## config.mk

```make
export PLATFORM = sky130hd
export DESIGN_NAME = bwkt_cmp
export DESIGN_NICKNAME = d
export VERILOG_FILES = /design/src/hdl/bwkt_cmp.sv
export SDC_FILE = /design/constraint.sdc
export NUM_CORES = 1
export LEC_CHECK = 0
export ABC_AREA = 1
export BUFFER_PORTS_ARGS = -buffer_cell sky130_fd_sc_hd__buf_2
export CORE_MARGIN = 2
export CORE_UTILIZATION = 38
export DETAILED_ROUTE_END_ITERATION = 16
export GPL_ROUTABILITY_DRIVEN = 0
export PLACE_DENSITY = 0.76
export SKIP_LAST_GASP = 1
export SYNTH_ARGS = -nofsm -noshare
export SYNTH_HDL_FRONTEND = slang
export SYNTH_SLANG_ARGS = --single-unit
```

## constraint.sdc

```tcl
create_clock -name vclk -period 2.2
set_clock_uncertainty 0.2 [all_clocks]
set_input_delay 0.22 -clock vclk [all_inputs]
set_output_delay 0.22 -clock vclk [all_outputs]
set_load 0.005 [all_outputs]
```

## src/hdl/bwkt_cmp.sv

```systemverilog
// ----------------------------------------------------------------------------
// bwkt_cmp
// Shared order compare: tells whether a stored entry stays ahead of a new one.
// ----------------------------------------------------------------------------
module bwkt_cmp #(
  parameter int ERROR_BITS = 48
) (
  input  logic [ERROR_BITS-1:0] entry_err,
  input  logic [ERROR_BITS-1:0] new_err,
  input  logic                  descending,
  output logic                  precede
);

  logic entry_le;
  logic entry_ge;

  // two magnitude compares, one per direction
  assign entry_le = (entry_err <= new_err);
  assign entry_ge = (entry_err >= new_err);

  // ties keep the stored entry ahead of the new one
  assign precede = descending ? entry_ge : entry_le;

endmodule

```

==> results of run 1 <==
[cell type report]
cell class | count | share of cell area, %
timing repair buffer | 98 | 25.5
tap | 46 | 2.99
inverter | 64 | 12.5
multi-input combinational | 156 | 59.0
[worst max-delay path by stage]
stage	end	slack (ps)
2_1_floorplan	precede	550
3_3_place_gp	precede	250
3_5_place_dp	precede	240
4_1_cts	precede	230
5_1_grt	precede	110
6_report	precede	240
[cells in the mapped netlist, drive strengths merged]
master / instances
nor3: 1
nor2: 16
ha: 48
nand4: 5
a21oi: 21
o21ai: 7
a21o: 1
o21a: 1
nand2: 51
nand3: 5
inv: 64
[tightest hold or removal path: stages]
cell and delay, ps:
buf_2 90, nand2_1 50, nand3_1 50, buf_2 110
[metrics by stage]
step           util (%)  hold WS, ps  setup WS [ps]
2_1_floorplan         -          340            552
3_3_place_gp       56.3          536            250
3_5_place_dp       56.3          537            240
4_1_cts            56.3          539            227
6_report           56.3          535            245
5_1_grt            56.3          570            106
[power by group through the flow]
stage,Sequential (mW),Clock (mW),Combinational (mW)
2_1_floorplan,0,0,0.181
6_report,0,0,0.299
5_1_grt,0,0,0.355
3_5_place_dp,0,0,0.303
3_3_place_gp,0,0,0.295
4_1_cts,0,0,0.305
[cells by family after synthesis]
logic type | Yosys count
AND/OR/NAND/NOR | 78
buffers and inverters | 64
adder cells (fa/ha/maj) | 48
AO/OA/AOI/OAI | 30
[routing by layer]
metal | share of wire [%] | vias up
met4 | 0 | 0
met5 | 0 | -
li1 | - | 888
met3 | 8.7 | 0
met1 | 43 | 618
met2 | 49 | 55
==> results.yml, run 1 <==
timing:
  fin_tns_setup_ps: 0
  fmax_mhz: 511
  setup_violations: 0
  maxSlewViolCount: 0
  worstMarginPinSlew_ps: 199
  finalHoldViolations: 0
  min_period_ps: 1960
  grt_setup_unrepaired: "false"
  max_slew_margin_pct: 86.7
  fin_crit_sh_pct: 88.9
final_layout:
  fin_nets: 465
  multiInputGateArea_um2: 1130
  drive_gt1_share_pct: 35.8
  layout_commonest_cell: "buf_2"
  instances_no_fill: 364
  final_cell_area_um2: 1920
  regArea_um2: 0
  seq_cell_count: 0
  clkbuf_count: 0
  layout_common_cells: "98 x buf_2, 63 x inv_1, 48 x ha_1"
  fillers: 387
  area_growth_pct: 39.9
  antenna_cells: 0
setup_path:
  cpPeakStageDelay_ps: 330
  path_cells: "buf_2 > ha_1 > nand2_1 > inv_1 > o21ai_1 > nand2_1 > nand2_1 > nand2_1 > nor2_1 > nand3_2 > nand2_1 > nand3_1 > buf_2"
  cpLargestDelayFamily: "simple AND/OR/NAND/NOR gates"
  cp_num_buf_inv: 3
  crit_cells: 13
  start_kind: "input pin"
  startpoint: "entry_err[37]"
  cp-end-kind: "output port"
  slowest_stage: "ha_1"
  path_common_cell: "nand2_1"
  crit_type: "input pin to output port"
  crit_required_ps: 1780
  cp.arrival_ps: 1540
  crit_fanout: 2
placed_design:
  portBuffers: 98
  placed_area_um2: 1920
  dp.cells: 364
  dp_hpwl_mm: 2.87
yosys:
  yosysWarnings: 0
  yosys.area_share.simple_pct: 27.5
  synthMuxAreaShare_pct: 0
  ys_top_cells_by_area: "ha_1 44%, inv_1 17%, nand2_1 13%"
  synth-compound-area-share_pct: 11.4
  synth.distinct_cells: 18
  synth_top_family_by_area: "adder cells"
  ys_seq_area_share_pct: 0
  syn-num-nets: 365
  synthAdderAreaFrac_pct: 43.7
  synth_area_um2: 1380
  netlist_instances: 220
  synthXorXnorAreaFrac_pct: 0
  avgSynthCellArea_um2: 6.25
  synth_top_area_share_pct: 43.7
  yosys.area.top_type: "ha_1"
pwr:
  peakVddDrop_mv: 0.0736
  pwr-share-seq_pct: 0
  p_sw_mw: 0.144
  p_per_area_nw_per_um2: 156
  total_power_mw: 0.299
  p_leak_nw: 1.32
  power_frac_comb_pct: 100.0
  clkPwrFrac_pct: 0
  switching_share_pct: 48.1
  intPower_mw: 0.155
job:
  max-cap-violations: 0
global_route:
  grt_pass1_vias: 1424
  track_usage_pct: 14.3
  use_met2_pct: 28.4
  grt-ovfl-total: 0
  met1_usage_pct: 17.5
  grt_first_pass_wirelength_mm: 5.13
  grt_max_degree: 4
  met3_usage_pct: 1.06
  busiest_layer: "met2"
  grt_antenna_before_repair: 0
die:
  num_rows: 21
  die_y_um: 64.2
  coreArea_um2: 3420
  ios: 98
  die_w_um: 64.2
  initial_core_util_pct: 40.3
  dieArea_um2: 4120
routing:
  avgRoutedWirePerCell_um: 8.11
  vias: 1561
  wl_mm: 2.95
  viasPerCell: 4.29
  drt_iter0_drc: 26
  drc_errors: 0
  drt_pass1_iterations: 4
  ant_nets: 0
hold_path:
  hold_end: "precede"
  holdPathStages: 4
  hold_start: "descending"
  hold_class: "input pin to output port"
clock_network:
  hold_buffers: 0
  cts-resized-gates: 0
  post-cts-setup-buffers: 0
status:
  outcome: "finished clean"
No activity file was read; power rests on OpenSTA's default activity.
==> run 2, diff against run 1 <==
--- a/config.mk
+++ b/config.mk
@@ -5,13 +5,12 @@
 export SDC_FILE = /design/constraint.sdc
 export NUM_CORES = 1
 export LEC_CHECK = 0
-export ABC_AREA = 1
 export BUFFER_PORTS_ARGS = -buffer_cell sky130_fd_sc_hd__buf_2
 export CORE_MARGIN = 2
 export CORE_UTILIZATION = 38
 export DETAILED_ROUTE_END_ITERATION = 16
 export GPL_ROUTABILITY_DRIVEN = 0
-export PLACE_DENSITY = 0.76
+export PLACE_DENSITY = 0.79
 export SKIP_LAST_GASP = 1
 export SYNTH_ARGS = -nofsm -noshare
 export SYNTH_HDL_FRONTEND = slang
==> run 2 against run 1 <==
  * The flow now finishes with violations (setup timing)
  * Cell area up 2.7%
  * Critical endpoint unchanged
  * Largest cell class unchanged
  * Hold slack improved by 80 ps
  * Worst setup slack got worse by 470 ps
  * Maximum frequency down 19%
  * Die area is 9.5% lower
  * Cell count is 12% lower
==> results.yml, run 2 <==
routing:
  drc_errors: 0
  drt_pass1_iterations: 4
  ant_nets: 0
  viasPerCell: 4.78
  avgRoutedWirePerCell_um: 10.5
  wl_mm: 3.38
  vias: 1535
  drt_iter0_drc: 30
hold_path:
  hold_start: "descending"
  hold_class: "input pin to output port"
  holdPathStages: 5
  hold_end: "precede"
final_layout:
  multiInputGateArea_um2: 1170
  final_cell_area_um2: 1980
  regArea_um2: 0
  fin_util_pct: 64.2
  layout_commonest_cell: "buf_2"
  area_growth_pct: 59.8
  fin_nets: 424
  fillers: 290
  seq_cell_count: 0
  antenna_cells: 0
  clkbuf_count: 0
  layout_common_cells: "97 x buf_2, 50 x inv_1, 41 x ha_1"
  drive_gt1_share_pct: 45.5
timing:
  grt_setup_unrepaired: "true"
  min_period_ps: 2430
  finalHoldViolations: 0
  fin_crit_sh_pct: 110
  max_slew_margin_pct: 80.7
  maxSlewViolCount: 0
  setup_violations: 1
  fmax_mhz: 412
  worstMarginPinSlew_ps: 288
  setup_slack_ps: -228
  hold_slack_ps: 616
pwr:
  clkPwrFrac_pct: 0
  intPower_mw: 0.182
  p_per_area_nw_per_um2: 168
  p_leak_nw: 1.25
  p_sw_mw: 0.150
  power_frac_comb_pct: 100.0
  peakVddDrop_mv: 0.0965
  switching_share_pct: 45.2
  pwr-share-seq_pct: 0
  total_power_mw: 0.332
die:
  die_y_um: 61.0
  die_w_um: 61.0
  dieArea_um2: 3730
  ios: 98
  initial_core_util_pct: 40.2
  coreArea_um2: 3080
  num_rows: 20
global_route:
  grt_pass1_vias: 1382
  grt_max_degree: 5
  track_usage_pct: 16.1
  grt-ovfl-total: 0
  grt_antenna_before_repair: 0
  grt_first_pass_wirelength_mm: 4.87
setup_path:
  crit_fanout: 2
  cpPeakStageDelay_ps: 490
  crit_required_ps: 1780
  cp_num_buf_inv: 3
  crit_type: "input pin to output port"
  start_kind: "input pin"
  cp.arrival_ps: 2010
  cpLargestDelayFamily: "simple AND/OR/NAND/NOR gates"
  slowest_stage: "or4b_4"
  path_cells: "buf_6 > inv_4 > ha_4 > nor2b_4 > o211ai_1 > a2111oi_2 > or4b_4 > a41oi_2 > a21o_1 > nand3_1 > buf_2"
  cp-end-kind: "output port"
placed_design:
  post-place-ws_ps: -218
  dp_hpwl_mm: 3.01
  placed_area_um2: 1830
  portBuffers: 98
yosys:
  synth.distinct_cells: 22
  syn-num-nets: 316
  ys_top_cells_by_area: "ha_1 49%, inv_1 16%, a21oi_1 6.5%"
  yosys-top-cells-count: "52 x inv_1, 48 x ha_1, 16 x a21oi_1, 11 x nand4_1, 9 x a21o_1"
  yosys.area.top_type: "ha_1"
  yosysWarnings: 0
  synth_top_area_share_pct: 48.6
  avgSynthCellArea_um2: 7.23
  synth_most_common_cell: "inv_1"
  netlist_instances: 171
  synth_area_um2: 1240
  ys_seq_area_share_pct: 0
status:
  failed_checks: "setup timing"
  outcome: "finished, violations left"
job:
  max-cap-violations: 0
clock_network:
  hold_buffers: 0
## run 2: changes by cell type after synthesis, sizes merged, moves of 3 or more
| cell | delta |
|---|---|
| nor2 | -15 |
| a21o | +8 |
| nand2 | -44 |
| nand4 | +7 |
| inv | -12 |
| a221oi | +3 |
| nor4 | +3 |
| a21oi | -5 |
## run 2: cells by family (layout without fill, tap and decap cells)
kind of cell	after synthesis	in the layout	synth area share [%]
buf+inv	52	158	15.8
fa+ha+maj	48	48	48.6
compound gates	38	38	20.0
simple gates	33	33	15.6
## run 2: cell type report
cell class | instances | share of cell area, %
Inverter | 52 | 10.0
Multi-Input combinational cell | 119 | 59.0
Tap cell | 44 | 2.79
Timing Repair Buffer | 106 | 28.2
## run 2: layer usage
metal | share of wire (%) | GRT usage [%]
met3 | 6.0 | 0.630
met4 | 0.53 | 1.24
met5 | 0 | 0
met2 | 55 | 34.5
met1 | 39 | 17.4
## run 2: worst min-delay path: cells and delay by family
kind	cells	cell delay, ps
buffers and inverters	3	240
and+or+nand+nor	2	130
## run 2: how the worst max path moves through the flow
stage                      start       to  slack, ps  depth (start not counted)
finish                new_err[1]  precede       -230                         11
global route          new_err[1]  precede       -290                         11
CTS                 entry_err[1]  precede       -230                         10
detailed placement  entry_err[1]  precede       -220                         10
global placement    entry_err[1]  precede       -180                         10
floorplan             new_err[1]  precede        100                          9
## run 2: what timing repair did
item	4_1_cts	5_1_grt
gates resized for setup	0	20
buffers inserted	0	1
endpoints found under the setup margin	1	1
pin swaps	0	11
## run 2: power groups by stage
| stage | Combinational, mW | Clock (mW) | Sequential (mW) |
|---|---|---|---|
| after floorplan | 0.162 | 0 | 0 |
| after global placement | 0.287 | 0 | 0 |
| after detailed placement | 0.297 | 0 | 0 |
| after CTS | 0.299 | 0 | 0 |
| after global routing | 0.380 | 0 | 0 |
| final | 0.332 | 0 | 0 |
## run 2: per-stage QoR
stage	TNS [ps]	std cells
2_1_floorplan	0	171
3_3_place_gp	-180	320
3_5_place_dp	-218	320
4_1_cts	-227	320
5_1_grt	-290	321
6_report	-228	321
